## src/vpd_pkg.sv

```systemverilog
// Package for the variable-length packet deframer.
// Holds the parse phase type, the result struct and the sizing constants.
// Used by every module in src.
package vpd_pkg;

	localparam int LEN_BITS_DEF = 30;
	localparam int ACC_BITS     = 22;

	localparam logic [7:0] MSB_MASK = 8'h80;

	typedef enum logic [5:0] {
		PH_CODE = 6'b000001,
		PH_LEN1 = 6'b000010,
		PH_LEN2 = 6'b000100,
		PH_LEN3 = 6'b001000,
		PH_LEN4 = 6'b010000,
		PH_DATA = 6'b100000
	} phase_t;

	typedef struct packed {
		logic [7:0] code;
		logic [7:0] data;
		logic       empty;
		logic       last;
	} result_t;

endpackage

```

## src/vpd_in_reg.sv

```systemverilog
// Input register of the deframer: captures one received byte per cycle while rx_stall is low.
// Depends on vpd_pkg only by convention; the stall toward the sender follows advance.
module vpd_in_reg import vpd_pkg::*; (
	input  logic       clk,
	input  logic       arst_n,
	input  logic       rx_valid,
	output logic       rx_stall,
	input  logic [7:0] rx_byte,
	input  logic       advance,
	output logic       valid_s1,
	output logic [7:0] byte_s1
);

	logic take;

	assign rx_stall = valid_s1 && !advance;
	assign take     = rx_valid && !rx_stall;

	always_ff @(posedge clk or negedge arst_n) begin
		if (!arst_n) begin
			valid_s1 <= 1'b0;
		end else if (take) begin
			valid_s1 <= 1'b1;
		end else if (advance) begin
			valid_s1 <= 1'b0;
		end
	end

	always_ff @(posedge clk) begin
		if (take) begin
			byte_s1 <= rx_byte;
		end
	end

endmodule

```

## src/vpd_parser.sv

```systemverilog
// Parse state of the deframer: code, length field and payload count.
// Depends on vpd_pkg for phase_t and result_t; produces at most one result per byte.
module vpd_parser import vpd_pkg::*; #(
	parameter int LEN_BITS = LEN_BITS_DEF
) (
	input  logic       clk,
	input  logic       arst_n,
	input  logic       take,
	input  logic [7:0] byte_s1,
	output logic       res_valid,
	output result_t    res
);

	phase_t                phase_q, phase_d;
	logic [7:0]            code_q, code_d;
	logic [ACC_BITS-1:0]   acc_q, acc_d;
	logic [LEN_BITS-1:0]   rem_q, rem_d;
	logic [LEN_BITS-1:0]   len;
	logic [ACC_BITS+7:0]   full_len;
	logic                  have_len;
	logic [LEN_BITS-1:0]   rem_dec;

	assign full_len = {byte_s1, acc_q};
	assign rem_dec  = rem_q - LEN_BITS'(1);

	always_comb begin
		phase_d   = phase_q;
		code_d    = code_q;
		acc_d     = acc_q;
		rem_d     = rem_q;
		have_len  = 1'b0;
		len       = '0;
		res_valid = 1'b0;
		res.code  = code_q;
		res.data  = byte_s1;
		res.empty = 1'b0;
		res.last  = 1'b0;
		case (phase_q)
			PH_LEN1: begin
				acc_d[6:0] = byte_s1[6:0];
				if ((byte_s1 & MSB_MASK) == 8'h00) begin
					have_len = 1'b1;
					len      = LEN_BITS'(byte_s1[6:0]);
				end else begin
					phase_d = PH_LEN2;
				end
			end
			PH_LEN2: begin
				acc_d[13:7] = byte_s1[6:0];
				if ((byte_s1 & MSB_MASK) == 8'h00) begin
					have_len = 1'b1;
					len      = LEN_BITS'({byte_s1[6:0], acc_q[6:0]});
				end else begin
					phase_d = PH_LEN3;
				end
			end
			PH_LEN3: begin
				acc_d[21:14] = byte_s1;
				phase_d      = PH_LEN4;
			end
			PH_LEN4: begin
				have_len = 1'b1;
				len      = full_len[LEN_BITS-1:0];
			end
			PH_DATA: begin
				res_valid = 1'b1;
				rem_d     = rem_dec;
				if (rem_dec == '0) begin
					res.last = 1'b1;
					phase_d  = PH_CODE;
				end
			end
			default: begin
				code_d  = byte_s1;
				rem_d   = '0;
				phase_d = PH_LEN1;
			end
		endcase
		if (have_len) begin
			if (len == '0) begin
				res_valid = 1'b1;
				res.data  = 8'h00;
				res.empty = 1'b1;
				res.last  = 1'b1;
				rem_d     = '0;
				phase_d   = PH_CODE;
			end else begin
				rem_d   = len;
				phase_d = PH_DATA;
			end
		end
	end

	always_ff @(posedge clk or negedge arst_n) begin
		if (!arst_n) begin
			phase_q <= PH_CODE;
			code_q  <= 8'h00;
			rem_q   <= '0;
		end else if (take) begin
			phase_q <= phase_d;
			code_q  <= code_d;
			rem_q   <= rem_d;
		end
	end

	always_ff @(posedge clk) begin
		if (take) begin
			acc_q <= acc_d;
		end
	end

	a_data_count_nonzero: assert property (@(posedge clk) disable iff (!arst_n)
		(phase_q == PH_DATA) |-> (rem_q != '0))
		else $error("payload phase with zero bytes remaining");

	a_last_returns_to_code: assert property (@(posedge clk) disable iff (!arst_n)
		(take && phase_q == PH_DATA && rem_q == LEN_BITS'(1)) |=> (phase_q == PH_CODE))
		else $error("final payload byte did not end the packet");

endmodule

```

## src/vpd_out_reg.sv

```systemverilog
// Result register of the deframer: holds one result until the receiver takes it.
// Depends on vpd_pkg for result_t; tells the input side when a byte may advance.
module vpd_out_reg import vpd_pkg::*; (
	input  logic       clk,
	input  logic       arst_n,
	input  logic       valid_s1,
	input  logic       res_valid,
	input  result_t    res,
	output logic       advance,
	output logic       pkt_valid,
	input  logic       pkt_stall,
	output logic [7:0] packet_code,
	output logic [7:0] payload_byte,
	output logic       is_empty,
	output logic       is_last
);

	logic    valid_q;
	result_t res_q;
	logic    load;

	assign advance = valid_s1 && (!valid_q || !pkt_stall);
	assign load    = advance && res_valid;

	always_ff @(posedge clk or negedge arst_n) begin
		if (!arst_n) begin
			valid_q <= 1'b0;
		end else if (load) begin
			valid_q <= 1'b1;
		end else if (!pkt_stall) begin
			valid_q <= 1'b0;
		end
	end

	always_ff @(posedge clk) begin
		if (load) begin
			res_q <= res;
		end
	end

	assign pkt_valid    = valid_q;
	assign packet_code  = res_q.code;
	assign payload_byte = res_q.data;
	assign is_empty     = res_q.empty;
	assign is_last      = res_q.last;

	a_load_shows: assert property (@(posedge clk) disable iff (!arst_n)
		load |=> valid_q)
		else $error("loaded result not presented");

	a_empty_form: assert property (@(posedge clk) disable iff (!arst_n)
		(valid_q && res_q.empty) |-> (res_q.last && res_q.data == 8'h00))
		else $error("empty result without last marker or with data");

endmodule

```

## src/varlen_packet_deframer_top.sv

```systemverilog
// Top level of the variable-length packet deframer.
// Instantiates vpd_in_reg, vpd_parser and vpd_out_reg; uses vpd_pkg.
//
//   channel  valid      stall      payload
//   rx       rx_valid   rx_stall   rx_byte
//   pkt      pkt_valid  pkt_stall  packet_code, payload_byte, is_empty, is_last
//
// One byte per cycle while rx_stall is low; a result passes the input register, then vpd_out_reg.
// Rate is set by the single parse-state update per byte in vpd_parser.
// Reset (arst_n low) returns the parser to the code byte phase and empties both registers.
// A stalled result holds the parser on every byte; the input register then fills and stalls rx.
module varlen_packet_deframer_top import vpd_pkg::*; #(
	parameter int LEN_BITS = LEN_BITS_DEF
) (
	input  logic       clk,
	input  logic       arst_n,
	input  logic       rx_valid,
	output logic       rx_stall,
	input  logic [7:0] rx_byte,
	output logic       pkt_valid,
	input  logic       pkt_stall,
	output logic [7:0] packet_code,
	output logic [7:0] payload_byte,
	output logic       is_empty,
	output logic       is_last
);

	logic       advance;
	logic       valid_s1;
	logic [7:0] byte_s1;
	logic       res_valid;
	result_t    res;

	vpd_in_reg u_in_reg (
		.clk      (clk),
		.arst_n   (arst_n),
		.rx_valid (rx_valid),
		.rx_stall (rx_stall),
		.rx_byte  (rx_byte),
		.advance  (advance),
		.valid_s1 (valid_s1),
		.byte_s1  (byte_s1)
	);

	vpd_parser #(
		.LEN_BITS (LEN_BITS)
	) u_parser (
		.clk       (clk),
		.arst_n    (arst_n),
		.take      (advance),
		.byte_s1   (byte_s1),
		.res_valid (res_valid),
		.res       (res)
	);

	vpd_out_reg u_out_reg (
		.clk          (clk),
		.arst_n       (arst_n),
		.valid_s1     (valid_s1),
		.res_valid    (res_valid),
		.res          (res),
		.advance      (advance),
		.pkt_valid    (pkt_valid),
		.pkt_stall    (pkt_stall),
		.packet_code  (packet_code),
		.payload_byte (payload_byte),
		.is_empty     (is_empty),
		.is_last      (is_last)
	);

endmodule

```

## config.mk

```make
export PLATFORM = sky130hd
export DESIGN_NAME = varlen_packet_deframer_top
export DESIGN_NICKNAME = d
export VERILOG_FILES = /design/src/vpd_pkg.sv /design/src/vpd_in_reg.sv /design/src/vpd_parser.sv /design/src/vpd_out_reg.sv /design/src/varlen_packet_deframer_top.sv
export SDC_FILE = /design/constraint.sdc
export NUM_CORES = 1
export LEC_CHECK = 0
export BUFFER_PORTS_ARGS = -buffer_cell sky130_fd_sc_hd__buf_4
export CORE_MARGIN = 2
export CORE_UTILIZATION = 61
export DETAILED_ROUTE_END_ITERATION = 10
export GPL_ROUTABILITY_DRIVEN = 0
export PLACE_DENSITY = 0.88
export SYNTH_ARGS = -nofsm -noshare
export SYNTH_HDL_FRONTEND = slang
export SYNTH_SLANG_ARGS = --single-unit
export TNS_END_PERCENT = 10
```

## constraint.sdc

```tcl
create_clock -name clk -period 4.85 [get_ports clk]
set_clock_uncertainty 0.15 [all_clocks]
set_input_delay 0.97 -clock clk [delete_from_list [all_inputs] [get_ports clk]]
set_output_delay 0.97 -clock clk [all_outputs]
set_load 0.01 [all_outputs]
```

## After elaboration in Yosys (flattened, before gate mapping)

Cells that the tools add are included.

| storage, ports and cells | value |
|---|---|
| register bits after elaboration | 94 |
| bits of input ports | 12 |
| logic and storage cells | 73 |

| operators by class | value |
|---|---|
| muxes and demuxes | 25 |
| equal/unequal tests | 11 |
| $add $sub $neg | 1 |
| reduce and logical (&&, ||, !) cells | 22 |
| bitwise logic cells | 1 |

Operator list:

| kind | count |
|---|---|
| 30-bit one-hot mux with 3 select lines | 1 |
| 30-bit logical NOT | 2 |
| 30-bit two-way mux | 2 |
| 30-bit one-hot mux with 2 select lines | 1 |
| 6-bit two-way mux | 5 |
| 6-bit one-hot mux with 5 select lines | 1 |
| 30-bit by 1-bit subtractor with 30-bit output (second input constant) | 1 |
| 10-bit two-way mux | 2 |
| 14-bit two-way mux | 1 |
| 1-bit two-way mux | 10 |
| 2-bit AND reduction | 5 |
| 8-bit logical NOT | 1 |
| 7-bit two-way mux | 1 |
| 6-bit by 2-bit equality test with 1-bit output (second input constant) | 1 |
| 6-bit by 3-bit equality test with 1-bit output (second input constant) | 1 |
| 6-bit by 4-bit equality test with 1-bit output (second input constant) | 1 |
| 6-bit by 5-bit equality test with 1-bit output (second input constant) | 1 |
| 6-bit equality test (second input constant) | 1 |
| 2-bit by 1-bit != test with 1-bit output (second input constant) | 3 |
| 3-bit by 2-bit != test with 1-bit output (second input constant) | 2 |
| 5-bit AND reduction | 1 |
| 5-bit OR reduction | 1 |
| 1-bit logical AND | 4 |
| 1-bit logical NOT | 4 |
| 7 further kinds | 7 |

## Depth between registers and ports, before layout

| logic depth | value |
|---|---|
| depth in word-level cells | 8 |
| depth in mapped cells | 11 |

## Hierarchy

A second synthesis with hierarchy kept.

| second synthesis, totals | value |
|---|---|
| cell total of the unflattened synthesis | 431 |
| area total of the unflattened synthesis | 4705.8 um^2 |

Modules (own cells, without submodules):

| module | area an instance (um^2) | cells an instance | times used | sequential area each (um^2) |
|---|---|---|---|---|
| vpd_parser | 3819.9 | 394 | 1 | 1762.9 |
| vpd_out_reg | 588.1 | 24 | 1 | 565.5 |
| vpd_in_reg | 297.8 | 13 | 1 | 265.3 |

## Worst setup path before layout

Ideal clock, no wire load.

| timing | value |
|---|---|
| kind | flip-flop to flip-flop |
| start | register u_parser.phase_q[0] |
| end | register u_out_reg.res_q, in the netlist u_out_reg.is_empty (enable) |
| required time | 4.301 ns |
| data arrival time | 3.029 ns |
| setup time | 0.399 ns |
| cell stages (with the launch flop) | 9 |
| period minus slack after synthesis | 3.578 ns |
| setup slack | 1.272 ns |
| path buffers | 1 |
| path through | dfstp_2 -> or2_2 -> nor3_1 -> clkbuf_1 -> a221o_1 -> or4_1 -> nor4_1 -> nand2_1 -> a21oi_1 |

| between the ends | value |
|---|---|
| longest elaborated chain between the ends | 6 |
| elaborated cells on any way between the ends | 12 |
| those cells by class | eq/ne: 4; mux: 5; reduce/logical: 3 |

Ends and longest elaborated chain:

| what | line | text |
|---|---|---|
| start, declared | vpd_parser.sv:14 | `phase_t phase_q, phase_d;` |
| start signal, assigned | vpd_parser.sv:100 | `phase_q <= phase_d;` |
| 6-bit by 5-bit equality test with 1-bit output (tied with other cells) | vpd_parser.sv:38 | `case (phase_q)` |
| 30-bit one-hot mux with 3 select lines | vpd_parser.sv:38 |  |
| 30-bit logical NOT | vpd_parser.sv:80 | `if (len == '0) begin` |
| 1-bit two-way mux | vpd_parser.sv:80 |  |
| 1-bit two-way mux * | vpd_parser.sv:79 | `if (have_len) begin` |
| 1-bit logical AND * | vpd_out_reg.sv:23 | `assign load = advance && res_valid;` |
| named net u_out_reg.load | vpd_out_reg.sv:20 | `logic load;` |
| end signal, assigned | vpd_out_reg.sv:37 | `res_q <= res;` |
| end, declared | vpd_out_reg.sv:19 | `result_t res_q;` |

Mark *: on every way through the listed nets, which the timed path passes. The rest lies on a longest branch.
A chain may end at the register's enable or synchronous reset.

## Worst setup path after layout

| timing | value |
|---|---|
| start | register u_in_reg.byte_s1[7] |
| end | register u_out_reg.res_q, in the netlist u_out_reg.is_empty (enable) |

| between the ends | value |
|---|---|
| longest elaborated chain between the ends | 7 |
| elaborated cells on any way between the ends | 10 |
| those cells by class | mux: 7; reduce/logical: 3 |

Ends and longest elaborated chain:

| what | line | text |
|---|---|---|
| start, declared | vpd_in_reg.sv:11 | `output logic [7:0] byte_s1` |
| start signal, assigned | vpd_in_reg.sv:31 | `byte_s1 <= rx_byte;` |
| 8-bit logical NOT | vpd_parser.sv:41, vpd_parser.sv:50 |  |
| 14-bit two-way mux / 7-bit two-way mux (equally long branches) | vpd_parser.sv:50, vpd_parser.sv:41 |  |
| 30-bit one-hot mux with 3 select lines | vpd_parser.sv:38 |  |
| 30-bit logical NOT | vpd_parser.sv:80 |  |
| 1-bit two-way mux | vpd_parser.sv:80 |  |
| 1-bit two-way mux * | vpd_parser.sv:79 |  |
| 1-bit logical AND * | vpd_out_reg.sv:23 |  |
| named net u_out_reg.load | vpd_out_reg.sv:20 |  |

Marked as above.

==> flow_summary.ini <==
[logic_synthesis]
synthCells = 464
synth_top_area_cell = edfxtp_1
synth_edf_count = 48
ys_async_sr_fraction = 0.489
synth.avg_cell_area_sq_um = 10.5
yosysWarnings = 0
syn_nets = 478
synth_area_sq_mm = 0.00488
synth.top_cell.area_share = 0.295
ys_ff_latch = 94
yosys-top-cells-area = edfxtp_1, dfrtp_1, o21ai_0, nor2_1, nor3_1
yosys_most_used_dff = edfxtp_1
ys_seq_area_frac = 0.532
ys_types = 66

[drt]
wl_per_cell_microns = 20.8
first_pass_iters = 7
drt_iter0_drc = 736
num_vias = 4145
ant_nets = 0
viasPerCell = 7.09
drc = 0
wl_microns = 12200

[floorplanning]
core_region_area_sq_mm = 0.00773
die_width_microns = 93.4
placementRows = 32
io_pins = 32
fp.dieArea_sq_mm = 0.00873
die_y_microns = 93.4
start_util = 0.631

[setup_path]
worst-path-max-fanout = 18
timing.critical_path.to = u_out_reg.is_empty
end_kind = register
worstPathCellList = or4b_1 -> nor3_1 -> a221o_1 -> or4_1 -> nor4_1 -> nand2_1 -> a21oi_2 -> buf_4
rrSetupSlack_ps = 1220
regToRegStartpoint = u_in_reg.byte_s1[7]
path_depth = 8
cp.required_ps = 4800
reg2reg_to = u_out_reg.is_empty
critPathArrivalTime_ps = 3580
cp_slowest_cell = nor3_1
crit_family = simple AND/OR/NAND/NOR gates
crit_type = register to register
r2r_cells = 8
cpPeakStageDelay_ps = 1000
start_kind = register
path_buf_inv = 1
worstSetupStartpoint = u_in_reg.byte_s1[7]

[place]
place_hpwl_microns = 8190
portBuffers = 31
placedCellCount = 568

[timing]
slew_violations = 0
fin_crit_ps = 3630
fin_crit_sh = 0.748
slew_headroom = 0.124
hold_viol = 0
tightest_slew_ps = 1300
setup_viol = 0
rsz0062_at_grt = false
fmax_mhz = 276
tns_ps = 0

[hold_path]
hp-class = register to register

[clock_network]
cts.sinks = 94
htreeDepth = 3
clock-root-buffer = clkbuf_8
insertion_delay_ps = 360
clk_pin_slew_ps = 100
cts_tree = built
cts_resized = 0
clock_path_buffers = 2
post_cts_buffers = 0
cts_hold_buf = 0
cts_made_buffers = 9

[global_routing]
gr-total-overflow = 0
grt_pass1_wl_microns = 19700
grt_usage = 0.291
grt_busiest_layer = met2
met1_usage = 0.424
met2_usage = 0.442
grt_use_met3 = 0.0604
grt_max_degree = 61
grt_pass1_vias = 3789
antenna_found_initial = 0

[layout]
final_common_cell = edfxtp_1
antennaDiodeCount = 0
nNetsFinal = 492
stdcell_count = 585
syn_to_final_growth_pct = 9.08
layout_common_cells = edfxtp_1, o21ai_0, dfrtp_1, buf_4, nor2_1
drive_above_1_share = 0.161

[pwr]
pwr-share-clk = 0.132
seq_power_share = 0.355
power_leakage_nw = 2.00
finalPower_w = 0.00369
combinationalPowerShare = 0.513
vdd_drop_max_v = 0.000355
switching_power_w = 0.00173
switching_share = 0.468
powerDensity_mw_per_mm2 = 694
intPower_w = 0.00197

[outcome]
outcome = complete, no violations

[job]
maxCapViolCount = 0
## synthesized netlist by cell type (6+ instances only)
cell type	count
edfxtp_1	48
o21ai_0	47
dfrtp_1	45
nor2_1	35
clkbuf_1	24
nor3_1	24
a21oi_1	20
nor4_1	18
nand2_1	17
o21ai_1	14
inv_1	13
a31oi_1	9
a32oi_1	9
buf_2	8
mux2_2	8
a221oi_1	7
nand3_1	7
nand4_1	7
or4_1	7
a22oi_1	6
and2_1	6
## worst min-delay path by stage
stage | from | endpoint | cells past startpoint
2_1_floorplan | u_parser.code_q[0] | u_out_reg.packet_code[0] | 0
3_3_place_gp | u_parser.code_q[0] | u_out_reg.packet_code[0] | 0
3_5_place_dp | u_parser.code_q[3] | u_out_reg.packet_code[3] | 0
4_1_cts | u_parser.code_q[3] | u_out_reg.packet_code[3] | 0
5_1_grt | u_parser.code_q[3] | u_out_reg.packet_code[3] | 0
6_report | u_parser.code_q[3] | u_out_reg.packet_code[3] | 0
## registers in the layout, summed over array words and instances (netlist names)
name	count
u_out_reg.packet_code	8
u_in_reg.valid_s1	1
u_parser.rem_q	30
u_out_reg.is_empty	1
u_out_reg.pkt_valid	1
u_out_reg.is_last	1
u_parser.phase_q	6
u_in_reg.byte_s1	8
u_parser.acc_q	22
u_out_reg.payload_byte	8
u_parser.code_q	8
## kinds of logic (layout without fill, tap and decap cells)
logic type	count (synthesis)	count (layout)	share of synthesized area
adder cells (fa/ha/maj)	2	2	0.00513
flip-flops	94	94	0.532
buffers and inverters	47	66	0.0413
multiplexers	8	8	0.0185
XOR/XNOR	7	7	0.0126
AND/OR/NAND/NOR	161	161	0.199
AO/OA/AOI/OAI	145	145	0.192
## power by group through the flow
| stage | logic [W] | registers (W) | clock network [W] |
|---|---|---|---|
| floorplan | 0.00144 | 0.00123 | 0 |
| global placement | 0.00177 | 0.00130 | 0 |
| detailed placement | 0.00181 | 0.00131 | 0 |
| CTS | 0.00183 | 0.00130 | 0.000491 |
| global route | 0.00204 | 0.00134 | 0.000526 |
| finish | 0.00189 | 0.00131 | 0.000489 |
## layer usage
| metal | up-vias | share of wire |
|---|---|---|
| met4 | 0 | 0.030 |
| met5 | - | 0 |
| met2 | 297 | 0.46 |
| met3 | 47 | 0.10 |
| li1 | 1836 | - |
| met1 | 1965 | 0.41 |
## stage by stage
step | utilization | setup slack (ps) | cell area [sq um] | hold slack (ps)
after CTS | 0.688 | 1270 | 5320 | 307
after floorplan | - | 1270 | 4880 | 271
after global placement | 0.665 | 1480 | 5140 | 276
after global routing | 0.689 | 998 | 5320 | 320
final | 0.689 | 1220 | 5320 | 307
after detailed placement | 0.665 | 1340 | 5140 | 284
## layout make-up
| cell class | count | area [sq um] |
|---|---|---|
| sequential | 94 | 2590 |
| fill | 560 | 2400 |
| multi-input combinational | 323 | 2100 |
| timing repair buffer | 37 | 275 |
| clock buffer | 10 | 128 |
| tap | 102 | 128 |
| clock inverter | 6 | 53.8 |
| inverter | 13 | 48.8 |
Note: power is estimated with default switching activity, not from simulation.
